File: src/rtl/tgcs_pkg.sv
// Shared types and constants for the text grid cursor and scroll block.
`default_nettype none
package tgcs_pkg;

    // Control bytes of the output stream
    localparam logic [7:0] CH_BS    = 8'h08;
    localparam logic [7:0] CH_TAB   = 8'h09;
    localparam logic [7:0] CH_LF    = 8'h0A;
    localparam logic [7:0] CH_CR    = 8'h0D;
    localparam logic [7:0] CH_SPACE = 8'h20;

    // Configuration register indexes
    localparam logic [1:0] REG_COLUMNS = 2'd0;
    localparam logic [1:0] REG_ROWS    = 2'd1;
    localparam logic [1:0] REG_FG      = 2'd2;
    localparam logic [1:0] REG_BG      = 2'd3;

    // Register reset values
    localparam logic [7:0]  RST_COLUMNS = 8'd80;
    localparam logic [6:0]  RST_ROWS    = 7'd24;
    localparam logic [23:0] RST_FG      = 24'hC0C0C0;
    localparam logic [23:0] RST_BG      = 24'h000000;

    // One grid cell as stored in memory
    typedef struct packed {
        logic        reverse;
        logic        bold;
        logic [23:0] background;
        logic [23:0] foreground;
        logic [7:0]  code;
    } t_cell;

    localparam t_cell CELL_RESET = '{
        reverse:    1'b0,
        bold:       1'b0,
        background: RST_BG,
        foreground: RST_FG,
        code:       CH_SPACE
    };

    // Input item
    typedef struct packed {
        logic       mode;
        logic [7:0] byte_req;
        logic [5:0] read_row;
        logic [6:0] read_col;
    } t_in;

    // Result item
    typedef struct packed {
        logic [6:0]  cursor_column;
        logic [5:0]  cursor_row;
        logic        did_scroll;
        logic [7:0]  cell_code;
        logic [23:0] cell_foreground;
        logic [23:0] cell_background;
        logic        cell_bold;
        logic        cell_reverse;
    } t_out;

    // Default colors from the register file
    typedef struct packed {
        logic [23:0] foreground;
        logic [23:0] background;
    } t_colors;

    // Sequencer states
    typedef enum logic [2:0] {
        ST_INIT,
        ST_IDLE,
        ST_READ,
        ST_CLEAR,
        ST_DONE
    } t_state;

endpackage
`default_nettype wire

File: src/rtl/tgcs_cfg.sv
// Configuration registers with clamped grid dimensions.
`default_nettype none
module tgcs_cfg
    import tgcs_pkg::*;
#(
    parameter int MAX_COLUMNS = 128,
    parameter int MAX_LINES   = 64
) (
    input  wire logic                           i_clk,
    input  wire logic                           i_rst_n,
    input  wire logic                           i_cfg_valid,
    output logic                                o_cfg_ready,
    input  wire logic [1:0]                     i_cfg_index,
    input  wire logic [23:0]                    i_cfg_data,
    output t_colors                             o_colors,
    output logic [$clog2(MAX_COLUMNS):0]        o_cols_eff,
    output logic [$clog2(MAX_LINES):0]          o_rows_eff
);

    localparam int CW = $clog2(MAX_COLUMNS);
    localparam int RW = $clog2(MAX_LINES);

    logic [7:0]  r_cols;
    logic [6:0]  r_rows;
    logic [23:0] r_fg;
    logic [23:0] r_bg;

    assign o_cfg_ready = 1'b1;

    // Register writes
    always_ff @(posedge i_clk) begin
        if (!i_rst_n) begin
            r_cols <= RST_COLUMNS;
            r_rows <= RST_ROWS;
            r_fg   <= RST_FG;
            r_bg   <= RST_BG;
        end else if (i_cfg_valid) begin
            unique case (i_cfg_index)
                REG_COLUMNS: r_cols <= i_cfg_data[7:0];
                REG_ROWS:    r_rows <= i_cfg_data[6:0];
                REG_FG:      r_fg   <= i_cfg_data;
                REG_BG:      r_bg   <= i_cfg_data;
                default: ;
            endcase
        end
    end

    // Clamp dimensions to 1..max
    always_comb begin
        if (r_cols == 8'd0) begin
            o_cols_eff = (CW+1)'(1);
        end else if (9'(r_cols) > 9'(MAX_COLUMNS)) begin
            o_cols_eff = (CW+1)'(MAX_COLUMNS);
        end else begin
            o_cols_eff = (CW+1)'(r_cols);
        end
        if (r_rows == 7'd0) begin
            o_rows_eff = (RW+1)'(1);
        end else if (9'(r_rows) > 9'(MAX_LINES)) begin
            o_rows_eff = (RW+1)'(MAX_LINES);
        end else begin
            o_rows_eff = (RW+1)'(r_rows);
        end
    end

    assign o_colors = '{foreground: r_fg, background: r_bg};

endmodule
`default_nettype wire

File: config.mk
export PLATFORM = sky130hd
export DESIGN_NAME = tgcs_cfg
export DESIGN_NICKNAME = d
export VERILOG_FILES = /design/src/rtl/tgcs_pkg.sv /design/src/rtl/tgcs_cfg.sv
export SDC_FILE = /design/constraint.sdc
export NUM_CORES = 1
export LEC_CHECK = 0
export CORE_MARGIN = 5
export CORE_UTILIZATION = 50
export DETAILED_ROUTE_END_ITERATION = 8
export DONT_BUFFER_PORTS = 1
export SLEW_MARGIN = 5
export SYNTH_ARGS = -nofsm -noshare
export SYNTH_HDL_FRONTEND = slang
export SYNTH_SLANG_ARGS = --single-unit
export TNS_END_PERCENT = 1
File: constraint.sdc
create_clock -name i_clk -period 1.6 [get_ports i_clk]
set_input_delay 0 -clock i_clk [delete_from_list [all_inputs] [get_ports i_clk]]
set_output_delay 0 -clock i_clk [all_outputs]
set_load 0.005 [all_outputs]
Yosys cells after proc, flatten, opt, wreduce, memory -nomap -nowiden

Index checks and enable logic that the tools add are counted.

Multipliers: 0
Divide/modulo/power cells: 0
Order comparisons: 2
Shift operators: 0
Muxes and demuxes: 4
Bitwise logic cells: 0
Add/subtract/negate cells: 0
Reductions and logical operators: 7
Equality and inequality tests: 3

Operator list:

| kind                                                 | number |
|---|---|
| two-way mux 8 bit                                    | 2 |
| two-way mux 7 bit                                    | 2 |
| greater-than comparator 8 bit, second input constant | 1 |
| zero test 8 bit                                      | 1 |
| AND reduction 2 bit                                  | 4 |
| greater-than comparator 7 bit, second input constant | 1 |
| zero test 7 bit                                      | 1 |
| equality test 2 bit, second input constant           | 2 |
| equality test 2 x 1 -> 1 bit, second input constant  | 1 |
| zero test 2 bit                                      | 1 |

Memory bits (writable): 0
Word-level logic and storage cells: 20
Memories: 0
Latch bits: 0
Memory bits (read-only): 0
Register bits: 63

Logic depth before layout (Yosys ltp)

Gate-level depths: netlist of the first run.

Depth in word-level cells: 3
Gate-level depth with buffers: 5
Gate-level depth less buffers: 2

Worst setup path before layout of the first run

OpenSTA, ideal clock, no wires.

Kind: register to output
Start: reg r_cols[1]
End: out o_cols_eff[0]
Arrival: 1042 ps
Setup slack: 558 ps
Stages on the path, launching flop included: 3
Cells stage by stage: dfxtp_1 > or4_4 > o41ai_2

Cells in the longest elaborated chain, start to end: 3

RTL lines:

| element                       | RTL line       | source |
|---|---|---|
| from (decl)                   | tgcs_cfg.sv:23 | `logic [7:0] r_cols;` |
| from (signal assigned)        | tgcs_cfg.sv:39 | `REG_COLUMNS: r_cols <= i_cfg_data[7:0];` |
| greater-than comparator 8 bit | tgcs_cfg.sv:52 | `end else if (9'(r_cols) > 9'(MAX_COLUMNS)) begin` |
| two-way mux 8 bit             | tgcs_cfg.sv:52 |  |
| two-way mux 8 bit (*)         | tgcs_cfg.sv:50 | `if (r_cols == 8'd0) begin` |
| to (decl)                     | tgcs_cfg.sv:16 | `output logic [$clog2(MAX_COLUMNS):0] o_cols_eff,` |

Every way passes the cells marked *; elsewhere a longest branch is shown, timed or not.

==> out/metrics.yaml, run 1 <==
design.core.area_mm2: 0.00507
worst_hold_slack_ns: 0.000288
synth_top_flop_cell: "sky130_fd_sc_hd__dfxtp_1"
synth.most_common_cell: "sky130_fd_sc_hd__nand2_1"
post-route-period-util_pct: 98.0
post_synth_fa_ha_maj_area_fraction_pct: 0
setup_crit_start_kind: "primary input"
num_antenna_cells: 0
wire_length_per_cell_after_detailed_routing_um: 16.2
timing.final.ws_setup_ns: 0.0325
timing.rr.end: "r_rows[6]"
synthesis.area_per_instance_um2: 9.67
rsz0062_at_grt: "no"
mappedNetlistArea_mm2: 0.00258
detailed_place_hpwl_um: 3730
synth.top_cells.by_count: "sky130_fd_sc_hd__nand2_1, sky130_fd_sc_hd__dfxtp_1, sky130_fd_sc_hd__mux2i_1, sky130_fd_sc_hd__nor2b_1, sky130_fd_sc_hd__buf_2"
p_sw_share_pct: 22.3
globalRoute.totalOverflow: 0
setup-tns-final_ns: 0
internal_power_w: 0.00265
final.fill_count: 450
timing.max_cap.violations: 0
grt_pass1_vias: 1936
synth_top_cell_area_share_pct: 48.8
p_sw_w: 0.000760
area.growth.synth_to_final_pct: 25.2
p_leak_nw: 1.45
worst-r2r-cell-count: 3
cts_tree: "done"
combPwrFrac_pct: 8.1
power_w: 0.00341
vias_per_cell: 5.10
finalCriticalPeriod_ns: 1.57
vias: 1926
post_dp_cell_area_mm2: 0.00258
root_buffer: "sky130_fd_sc_hd__clkbuf_8"
share_clk_of_total_power_pct: 42.8
number_of_enable_type_register_cells_in_the_synthesized_netlist: 0
worst_setup_hold_path_clk_slew_ns: 0.07
gp_congestion: 0.698
yosysTopAreaCell: "sky130_fd_sc_hd__dfxtp_1"
finalSetupViolCount: 0
run_status: "completed"
power.density_cell_area_mw_per_mm2: 1060
synthesized_instance_count: 267
row_count: 26
hold_viol_final: 0
drt_wl_total_um: 6110
register_area_mm2: 0.00126
timing.critical_path.to_type: "flop"
critPathKind: "in -> reg"
critical_path_arrival_ns: 1.80
die_x_um: 81.9
top_level_ports: 93
register_bit_count_reported_by_yosys: 63
post-cts-setup-buffers: 0
final_design_area_no_fill_mm2: 0.00323
synth_top_family_by_area: "multiplexers"
required_ns: 1.83
seq_area_frac_synth_pct: 48.8
area_of_combinational_cells_with_multiple_inputs_mm2: 0.00118
fin_worst_skew_ns: 0
post_synth_xor_area_fraction_pct: 0
clock_insertion_delay_worst_skew_ns: 0.34
muxShareOfSynthArea_pct: 22.1
tritoncts_num_sinks: 63
nets: 332
hold_start: "i_cfg_valid"
worst-path-max-fanout: 2
antenna_found_initial: 0
start_util_pct: 50.9
grt_max_degree: 76
cts_repair_resize_count: 0
synthesis.nets: 296
die-area_mm2: 0.00670
drc: 0
synth_compound_area_share_pct: 2.71
synth_simple_gate_area_share_pct: 20.7
whs_endpoint: "r_fg[6]"
synth_async_sr_flop_share_pct: 0
number_of_antenna_violating_nets_in_the_routed_design: 0
hold_path_depth: 2
timing_max_transition_violations_final: 0
number_of_warnings_reported_in_the_yosys_synthesis_log: 0
drt_pass1_iterations: 4
hp-class: "in -> reg"
post_route_cells_drive_above_1_share_pct: 7.47
synthTopCellsByArea: "sky130_fd_sc_hd__dfxtp_1, sky130_fd_sc_hd__mux2i_1, sky130_fd_sc_hd__nand2_1"
maxClockFrequency_mhz: 638
setup.reg_to_reg.worst_slack_ns: 0.29
grt_use_total_pct: 19.5
seq_power_share_pct: 49.1
portBuffers: 0
clk_path_buf_depth: 2
crit-reg2reg-launch: "r_rows[6]"
floorplan.die.height_um: 81.9
max-vdd-ir-drop_mv: 0.653
drtIter0Drc: 62
cts_max_level: 3
place_worst_setup_slack_ns: 0.496
cts_buffers: 9
grt_pass1_wl_um: 9610
synth.lib_cells_used.distinct: 23
-- power groups by stage --
stage | Clock [W] | Sequential (W) | Combinational, W
5_1_grt | 0.00158 | 0.00168 | 0.000305
2_1_floorplan | 0 | 0.00169 | 0.000185
4_1_cts | 0.00149 | 0.00168 | 0.000276
3_5_place_dp | 0 | 0.00171 | 0.000165
3_3_place_gp | 0 | 0.00171 | 0.000163
6_report | 0.00146 | 0.00167 | 0.000276
-- how the worst max path moves through the flow --
| stage | from | to | slack (ns) | depth (start not counted) |
|---|---|---|---|---|
| final | i_cfg_data[23] | r_bg[23] | 0.03 | 5 |
| after global routing | i_cfg_data[14] | r_bg[14] | 0.007 | 5 |
| after CTS | i_cfg_data[23] | r_bg[23] | 0.09 | 5 |
| after detailed placement | r_cols[1] | o_cols_eff[0] | 0.50 | 2 |
| after global placement | r_cols[1] | o_cols_eff[0] | 0.51 | 2 |
| after floorplan | r_cols[1] | o_cols_eff[0] | 0.56 | 2 |
-- metal layers --
metal	vias up	wire, um	global-route usage, %
li1	950	-	-
met1	892	2680	23.8
met2	71	2720	29.1
met3	13	572	7.46
met4	0	142	11.1
met5	-	0	0
-- area by class of cell --
class	instances	share of cell area, %
clock buffer	12	4.18
clock inverter	4	2.17
inverter	6	0.697
multi-input combinational	176	36.5
sequential	63	39.0
tap	70	2.71
timing repair buffer	47	14.8
-- state kept, by name, summed over array words and instances, names as in the netlist --
| name | cells |
|---|---|
| r_bg | 24 |
| r_cols | 8 |
| r_fg | 24 |
| r_rows | 7 |
-- per-stage QoR --
| step | utilization (%) | instances |
|---|---|---|
| final | 63.7 | 378 |
| after global routing | 63.7 | 378 |
| after CTS | 63.7 | 378 |
| after global placement | 50.8 | 319 |
| after detailed placement | 50.8 | 319 |
| after floorplan | - | 267 |
-- cell families (layout without fill, tap and decap cells) --
group / Yosys count / after routing
AO/OA/AOI/OAI: 8 / 8
AND/OR/NAND/NOR: 110 / 110
other: 1 / 1
multiplexers: 57 / 57
flip-flops: 63 / 63
buffers and inverters: 28 / 69
-- placed cells by master (no fill, tap or decap) --
cell	n
sky130_fd_sc_hd__bufinv_16	2
sky130_fd_sc_hd__o211ai_1	6
sky130_fd_sc_hd__nand3b_2	1
sky130_fd_sc_hd__clkinv_2	2
sky130_fd_sc_hd__nor2b_1	16
sky130_fd_sc_hd__nand2_1	77
sky130_fd_sc_hd__buf_16	1
sky130_fd_sc_hd__and3b_1	2
sky130_fd_sc_hd__mux2i_1	57
sky130_fd_sc_hd__dlygate4sd3_1	42
sky130_fd_sc_hd__nand3b_1	1
sky130_fd_sc_hd__or3_1	1
sky130_fd_sc_hd__buf_4	4
sky130_fd_sc_hd__o41ai_1	1
sky130_fd_sc_hd__nand4b_1	6
sky130_fd_sc_hd__nand2b_1	2
sky130_fd_sc_hd__nor3b_2	1
sky130_fd_sc_hd__o41ai_2	1
sky130_fd_sc_hd__clkbuf_8	9
sky130_fd_sc_hd__dfxtp_1	63
sky130_fd_sc_hd__conb_1	1
sky130_fd_sc_hd__inv_1	6
sky130_fd_sc_hd__clkbuf_1	3
sky130_fd_sc_hd__nand3_2	1
sky130_fd_sc_hd__or4_4	1
sky130_fd_sc_hd__nor2_1	1
-- critical path: stages --
cell and delay (ns):
sky130_fd_sc_hd__dlygate4sd3_1 0.54, sky130_fd_sc_hd__nand2_1 0.06, sky130_fd_sc_hd__dlygate4sd3_1 0.55, sky130_fd_sc_hd__mux2i_1 0.06, sky130_fd_sc_hd__dlygate4sd3_1 0.57
-- timing repair --
action	in CTS	in global routing
setup endpoints to repair	0	0
hold buffers	43	0
hold endpoints to repair	63	0
No activity file was read; power rests on OpenSTA's default activity.
==> run 2, diff against run 1 <==
Settings changed: ABC_AREA set to 1.
Clock period 1.6 ns to 1.7 ns, I/O delays scaled along.
==> run 2 against run 1 <==
Register-to-register slack better by 0.24 ns. Worst hold slack improved by 0.037 ns. First-iteration DRC count up 98%. Final area shrank 12%. Sequential share of layout area up 5.5 points. Clock skew unchanged. Clock power is 25% lower. Sequential power down 3%. Utilization decreased by 3.3 points. Combinational power decreased by 5%. Non-clock buffer count down 16. Largest power group unchanged. Power down 13%.
==> out/metrics.yaml, run 2 <==
synth_top_family_by_area: "simple AND/OR/NAND/NOR gates"  # was multiplexers
synthesis.nets: 353  # was 296
setup-tns-final_ns: 0  # unchanged
timing.max_cap.violations: 0  # unchanged
timing.final.ws_setup_ns: 0.381  # was 0.0325 ns
synth_async_sr_flop_share_pct: 0  # unchanged
cts_tree: "done"  # unchanged
grt_use_total_pct: 20.8  # was 19.5%
number_of_antenna_violating_nets_in_the_routed_design: 0  # unchanged
clock_insertion_delay_worst_skew_ns: 0.33  # was 0.34 ns
floorplan.die.height_um: 79.4  # was 81.9 um
hold_viol_final: 0  # unchanged
critPathKind: "in -> reg"  # unchanged
vias: 2058  # was 1926
setup_crit_start_kind: "primary input"  # unchanged
p_leak_nw: 1.28  # was 1.45 nW
cp_num_cells: 4  # was 5
synth_simple_gate_area_share_pct: 28.1  # was 20.7%
required_ns: 1.91  # was 1.83 ns
cts_repair_resize_count: 0  # unchanged
place_worst_setup_slack_ns: 0.711  # was 0.496 ns
power.density_cell_area_mw_per_mm2: 1050  # was 1060 mW/mm^2
globalRoute.totalOverflow: 0  # unchanged
seq_area_frac_synth_pct: 52.3  # was 48.8%
slew-limit-headroom_pct: 50.6
rsz0062_at_grt: "no"  # unchanged
mappedNetlistArea_mm2: 0.00241  # was 0.00258 mm^2
top_level_ports: 93  # unchanged
area.growth.synth_to_final_pct: 17.7  # was 25.2%
max_stage_delay_ns: 0.59  # was 0.57 ns
maxClockFrequency_mhz: 758
post_route_cells_drive_above_1_share_pct: 7.12  # was 7.47%
root_buffer: "sky130_fd_sc_hd__clkbuf_8"  # unchanged
final_core_util_pct: 60.5  # was 63.7%
synth.most_common_cell: "sky130_fd_sc_hd__nor2_1"  # was sky130_fd_sc_hd__nand2_1
fin_worst_skew_ns: 0  # unchanged
grt_pass1_wl_um: 10100  # was 9610 um
number_of_enable_type_register_cells_in_the_synthesized_netlist: 0  # unchanged
die-area_mm2: 0.00631  # was 0.00670 mm^2
number_of_warnings_reported_in_the_yosys_synthesis_log: 0  # unchanged
synth_top_flop_cell: "sky130_fd_sc_hd__dfxtp_1"  # unchanged
cp_slowest_cell: "sky130_fd_sc_hd__dlygate4sd3_1"  # unchanged
setup.reg_to_reg.worst_slack_ns: 0.53  # was 0.29 ns
gp_congestion: 0.741  # was 0.698
cp_top_family: "buffers and inverters"  # unchanged
worst_setup_hold_path_clk_slew_ns: 0.06  # was 0.07 ns
synth.top_cells.by_count: "sky130_fd_sc_hd__nor2_1, sky130_fd_sc_hd__dfxtp_1, sky130_fd_sc_hd__o21ai_0, sky130_fd_sc_hd__nand2_1, sky130_fd_sc_hd__inv_1"  # was sky130_fd_sc_hd__nand2_1, sky130_fd_sc_hd__dfxtp_1, sky130_fd_sc_hd__mux2i_1, sky130_fd_sc_hd__nor2b_1, sky130_fd_sc_hd__buf_2
muxShareOfSynthArea_pct: 0  # was 22.1%
critPathLaunch: "i_rst_n"  # was i_cfg_data[23]
synthesized_instance_count: 324  # was 267
grt_pass1_vias: 2009  # was 1936
power_w: 0.00298  # was 0.00341 W
termination_of_the_worst_setup_path: "r_fg[22]"  # was r_bg[23]
row_count: 25  # was 26
die_x_um: 79.4  # was 81.9 um
grt_max_degree: 64  # was 76
most-common-layout-cells: "sky130_fd_sc_hd__nor2_1, sky130_fd_sc_hd__dfxtp_1, sky130_fd_sc_hd__o21ai_0, sky130_fd_sc_hd__dlygate4sd3_1, sky130_fd_sc_hd__nand2_1"  # was sky130_fd_sc_hd__nand2_1, sky130_fd_sc_hd__dfxtp_1, sky130_fd_sc_hd__mux2i_1, sky130_fd_sc_hd__dlygate4sd3_1, sky130_fd_sc_hd__nor2b_1
worst-r2r-cell-count: 3  # unchanged
antenna_found_initial: 0  # unchanged
yosysTopAreaCell: "sky130_fd_sc_hd__dfxtp_1"  # unchanged
synth_compound_area_share_pct: 11.2  # was 2.71%
post_dp_cell_area_mm2: 0.00237  # was 0.00258 mm^2
nets: 377  # was 332
synth_top_cell_area_share_pct: 52.3  # was 48.8%
worstMarginPinSlew_ns: 0.740
dr.max_layer_used: "met4"  # unchanged
start_util_pct: 51.4  # was 50.9%
synthesis.area_per_instance_um2: 7.44  # was 9.67 um^2
drc: 0  # unchanged
crit-reg2reg-launch: "r_fg[22]"  # was r_rows[6]
finalSetupViolCount: 0  # unchanged
portBuffers: 0  # unchanged
hp-class: "in -> reg"  # unchanged
post-route-period-util_pct: 77.6
timing.critical_path.mode_cell: "sky130_fd_sc_hd__dlygate4sd3_1"  # unchanged
reg_top3: "r_bg x24, r_fg x24, r_cols x8"  # unchanged
design.core.area_mm2: 0.00469  # was 0.00507 mm^2
timing.critical_path.to_type: "flop"  # unchanged
clk_path_buf_depth: 2  # unchanged
detailed_place_hpwl_um: 3880  # was 3730 um
finalCriticalPeriod_ns: 1.32
timing.rr.end: "r_fg[22]"  # was r_rows[6]
post_synth_xor_area_fraction_pct: 0  # unchanged
drtIter0Drc: 123  # was 62
wl_met3_um: 507  # was 572 um
synthTopCellsByArea: "sky130_fd_sc_hd__dfxtp_1, sky130_fd_sc_hd__nor2_1, sky130_fd_sc_hd__o21ai_0"  # was sky130_fd_sc_hd__dfxtp_1, sky130_fd_sc_hd__mux2i_1, sky130_fd_sc_hd__nand2_1
register_bit_count_reported_by_yosys: 63  # unchanged
drt_pass1_iterations: 4  # unchanged
path_cells: "dlygate4sd3_1, buf_12, nand3_1, dlygate4sd3_1"  # was dlygate4sd3_1, nand2_1, dlygate4sd3_1, mux2i_1, dlygate4sd3_1
num_antenna_cells: 0  # unchanged
drt_wl_total_um: 6140  # was 6110 um
post_synth_fa_ha_maj_area_fraction_pct: 0  # unchanged
final_design_area_no_fill_mm2: 0.00284  # was 0.00323 mm^2
wl_met2_um: 2900  # was 2720 um
run_status: "completed"  # unchanged
vias_per_cell: 5.08  # was 5.10
max-vdd-ir-drop_mv: 0.648  # was 0.653 mV
mostFrequentLayoutCell: "sky130_fd_sc_hd__nor2_1"  # was sky130_fd_sc_hd__nand2_1
timing_max_transition_violations_final: 0  # unchanged
cts_buffers: 9  # unchanged
worst-path-max-fanout: 63  # was 2
routedLengthMet1_um: 2610  # was 2680 um
wire_length_per_cell_after_detailed_routing_um: 15.2  # was 16.2 um
synth.lib_cells_used.distinct: 17  # was 23
tritoncts_num_sinks: 63  # unchanged
critical_path.n_buffers_inverters: 3  # unchanged
cts_max_level: 3  # unchanged
critical_path_arrival_ns: 1.53  # was 1.80 ns
## run 2: routing by layer
layer  track usage, %  vias to the layer above
li1                 -                     1055
met1             24.9                      917
met2             33.4                       77
met3             6.55                        9
met4             10.8                        0
met5                0                        -
## run 2: how the worst min path moves through the flow
stage | startpoint | end | slack (ns) | cells after the start
2_1_floorplan | i_cfg_data[4] | r_cols[4] | 0.11 | 2
3_3_place_gp | i_rst_n | r_rows[4] | 0.09 | 1
3_5_place_dp | i_rst_n | r_rows[4] | 0.09 | 1
4_1_cts | i_cfg_index[0] | r_bg[17] | 0.03 | 4
5_1_grt | i_cfg_index[0] | r_bg[17] | 0.06 | 4
6_report | i_cfg_index[0] | r_bg[16] | 0.04 | 4
## run 2: area by class of cell
cell class	instances	area [um^2]
repair buffers	31	315
flip-flops and latches	63	1260
fillers	467	1860
clock inverters	1	5.00
multi-input cells	223	951
well taps	54	67.6
inverters	20	77.6
clock buffers	13	159
## run 2: power breakdown
part / switching, W / internal [W] / leakage [nW]
clock: 0.000510 / 0.000591 / 0.0854
combinational: 0.000153 / 0.000110 / 0.680
sequential: 0.0000629 / 0.00155 / 0.516
total: 0.000726 / 0.00226 / 1.28
## run 2: stage by stage
stage / instances / hold slack (ns)
after floorplan: 324 / 0.113
after global placement: 362 / 0.0891
after detailed placement: 362 / 0.0930
after CTS: 405 / 0.0323
after global routing: 405 / 0.0589
final: 405 / 0.0377
## run 2: cell families after synthesis
logic type	Yosys count
AOI/OAI and AO/OA	54
buffers and inverters	38
DFF	63
other	1
and+or+nand+nor	168
## run 2: repair_timing
item / 4_1_cts / 5_1_grt
setup endpoints to repair: 0 / 0
endpoints found under the hold margin: 63 / 0
setup buffers: 0 / 0
hold buffers: 29 / 0
## run 2: worst min-delay path, stage by stage
cell,delay [ns]
sky130_fd_sc_hd__inv_2,0.05
sky130_fd_sc_hd__nor2_4,0.09
sky130_fd_sc_hd__o21ai_1,0.13
sky130_fd_sc_hd__nor2_1,0.04
==> run 3, diff against run 2 <==
Settings changed: PLACE_DENSITY set to 0.68.
Clock period 1.7 ns to 1.1 ns, I/O delays scaled along.
==> run 3 against run 2 <==
The run now ends with negative setup slack left. Critical path depth rose by 1. Worst hold slack improved by 0.037 ns. Largest cell class unchanged. Critical path type is now reg -> out. First-iteration DRC count rose by 9.8%. Die area did not move.
==> out/metrics.yaml, run 3 (synthesis results as in run 2) <==
cts_max_level: 3  # unchanged
critical_path_arrival_ns: 1.16  # was 1.53 ns
crit-reg2reg-launch: "r_fg[16]"  # was r_fg[22]
hold_viol_final: 0  # unchanged
hp-class: "in -> reg"  # unchanged
post-cts-setup-buffers: 0  # unchanged
drt_pass1_iterations: 4  # unchanged
timing.final.ws_setup_ns: -0.0631  # was 0.381 ns
max-vdd-ir-drop_mv: 1.10  # was 0.648 mV
design.core.area_mm2: 0.00469  # unchanged
rsz0062_at_grt: "yes"  # was no
timing.max_cap.violations: 0  # unchanged
detailed_place_hpwl_um: 3840  # was 3880 um
fin_worst_skew_ns: 0  # unchanged
termination_of_the_worst_setup_path: "o_cols_eff[3]"  # was r_fg[22]
worstMarginPinSlew_ns: 0.787  # was 0.740 ns
die_x_um: 79.4  # unchanged
post_route_cells_drive_above_1_share_pct: 12.7  # was 7.12%
drt_wl_total_um: 6230  # was 6140 um
vias: 2068  # was 2058
drtIter0Drc: 135  # was 123
area_of_combinational_cells_with_multiple_inputs_um2: 988  # was 951 um^2
finalCriticalPeriod_ns: 1.16
wire_length_per_cell_after_detailed_routing_um: 15.3  # was 15.2 um
worst-path-max-fanout: 4  # was 63
timing_max_transition_violations_final: 0  # unchanged
clk_path_buf_depth: 2  # unchanged
final.fill_count: 424  # was 467
maxClockFrequency_mhz: 860
slew-limit-headroom_pct: 47.5  # was 50.6%
timing.critical_path.to_type: "output port"  # was flop
grt_use_total_pct: 21.1  # was 20.8%
number_of_antenna_violating_nets_in_the_routed_design: 0  # unchanged
reg_top3: "r_bg x24, r_fg x24, r_cols x8"  # unchanged
setup-tns-final_ns: -0.224  # was 0 ns
cp_top_family: "simple AND/OR/NAND/NOR gates"  # was buffers and inverters
cts_buffers: 9  # unchanged
grt_pass1_vias: 2062  # was 2009
run_status: "finished with violations"  # was completed
num_antenna_cells: 0  # unchanged
vias_per_cell: 5.07  # was 5.08
worst-r2r-cell-count: 2  # was 3
globalRoute.totalOverflow: 0  # unchanged
portBuffers: 0  # unchanged
finalSetupViolCount: 5  # was 0
root_buffer: "sky130_fd_sc_hd__clkbuf_8"  # unchanged
row_count: 25  # unchanged
setup_crit_start_kind: "flop"  # was primary input
start_util_pct: 51.4  # unchanged
worst_setup_hold_path_clk_slew_ns: 0.07  # was 0.06 ns
mostFrequentLayoutCell: "sky130_fd_sc_hd__nor2_1"  # unchanged
nets: 379  # was 377
cp_slowest_cell: "sky130_fd_sc_hd__dfxtp_2"  # was sky130_fd_sc_hd__dlygate4sd3_1
critPathKind: "reg -> out"  # was in -> reg
grt_max_degree: 59  # was 64
most-common-layout-cells: "sky130_fd_sc_hd__nor2_1, sky130_fd_sc_hd__dfxtp_1, sky130_fd_sc_hd__o21ai_0, sky130_fd_sc_hd__dlygate4sd3_1, sky130_fd_sc_hd__nand2_1"  # unchanged
top_level_ports: 93  # unchanged
clock_insertion_delay_worst_skew_ns: 0.33  # about the same
post_dp_cell_area_mm2: 0.00238  # was 0.00237 mm^2
required_ns: 1.10  # was 1.91 ns
register_area_mm2: 0.00127  # was 0.00126 mm^2
p_leak_nw: 1.31  # was 1.28 nW
drc: 0  # unchanged
grt_pass1_wl_um: 10200  # was 10100 um
die-area_mm2: 0.00631  # unchanged
violations: "negative setup slack"
gp_congestion: 0.721  # was 0.741
timing.rr.end: "r_fg[16]"  # was r_fg[22]
antenna_found_initial: 0  # unchanged
power.density_cell_area_mw_per_mm2: 1610  # was 1050 mW/mm^2
tritoncts_num_sinks: 63  # unchanged
setup.reg_to_reg.worst_slack_ns: 0.42  # was 0.53 ns
cts_tree: "done"  # unchanged
final_design_area_no_fill_mm2: 0.00293  # was 0.00284 mm^2
path_cells: "nor2_2, nand2_2, nor2_4, nor2_4, nor2_2"  # was dlygate4sd3_1, buf_12, nand3_1, dlygate4sd3_1
max_stage_delay_ns: 0.33  # was 0.59 ns
post-route-period-util_pct: 106
cp_num_cells: 5  # was 4
floorplan.die.height_um: 79.4  # unchanged
critPathLaunch: "r_cols[4]"  # was i_rst_n
critical_path.n_buffers_inverters: 0  # was 3
area.growth.synth_to_final_pct: 21.7  # was 17.7%
-- run 3: cell types whose count changed in the layout (fill, tap and decap cells not counted), sizes merged --
cell / change
clkinvlp: +1
dlygate4sd3: +2
clkinv: +1
clkbuf: -1
-- run 3: per-stage QoR --
stage	power, W	utilization [%]	hold slack, ns	worst slack, ns	cells
final	0.00473	62.5	0.0746	-0.0631	408
after floorplan	0.00278	-	0.113	0.360	324
after global placement	0.00281	50.8	0.0914	0.115	362
after detailed placement	0.00282	50.8	0.0932	0.0886	362
after CTS	0.00478	61.9	0.0542	-0.0563	408
after global routing	0.00497	62.5	0.102	-0.147	408
-- run 3: final cells by class --
class,instances,area share [%]
Inverter,20,2.65
Multi-Input combinational cell,223,33.7
Clock inverter,3,0.598
Sequential cell,63,43.2
Tap cell,54,2.30
Clock buffer,12,5.63
Timing Repair Buffer,33,11.9
-- run 3: what timing repair did --
| item | 4_1_cts | 5_1_grt |
|---|---|---|
| endpoints found under the hold margin | 63 | 0 |
| hold buffers | 31 | 0 |
| gates resized for setup | 8 | 12 |
| endpoints found under the setup margin | 9 | 9 |
| pin swaps | 4 | 5 |
-- run 3: how the worst min path moves through the flow --
stage / start / end / slack [ns] / cells past startpoint
detailed placement: i_rst_n / r_rows[4] / 0.09 / 1
global route: i_cfg_valid / r_rows[3] / 0.10 / 3
floorplan: i_cfg_data[4] / r_cols[4] / 0.11 / 2
CTS: i_cfg_valid / r_rows[4] / 0.05 / 3
global placement: i_rst_n / r_rows[4] / 0.09 / 1
finish: i_cfg_valid / r_rows[4] / 0.07 / 3
-- run 3: worst register-to-register path, cell delays in order, from the launching register on --
cell,delay [ns]
sky130_fd_sc_hd__dfxtp_1,0.33
sky130_fd_sc_hd__o21ai_0,0.19
sky130_fd_sc_hd__nor2_1,0.06
-- run 3: power breakdown --
group          leakage (nW)  internal [W]  switching, W  total (W)
clock network        0.0942      0.000981      0.000820    0.00180
logic                 0.696      0.000187      0.000245   0.000432
registers             0.517       0.00240     0.0000965    0.00250
-- run 3: metal layers --
| metal | up-vias | track usage [%] | share of wire [%] | wire, um |
|---|---|---|---|---|
| met3 | 13 | 5.87 | 8.0 | 498 |
| met1 | 911 | 25.4 | 41 | 2580 |
| met5 | - | 0 | 0 | 0 |
| met2 | 81 | 33.2 | 48 | 2980 |
| met4 | 0 | 12.9 | 2.8 | 173 |
| li1 | 1063 | - | - | - |
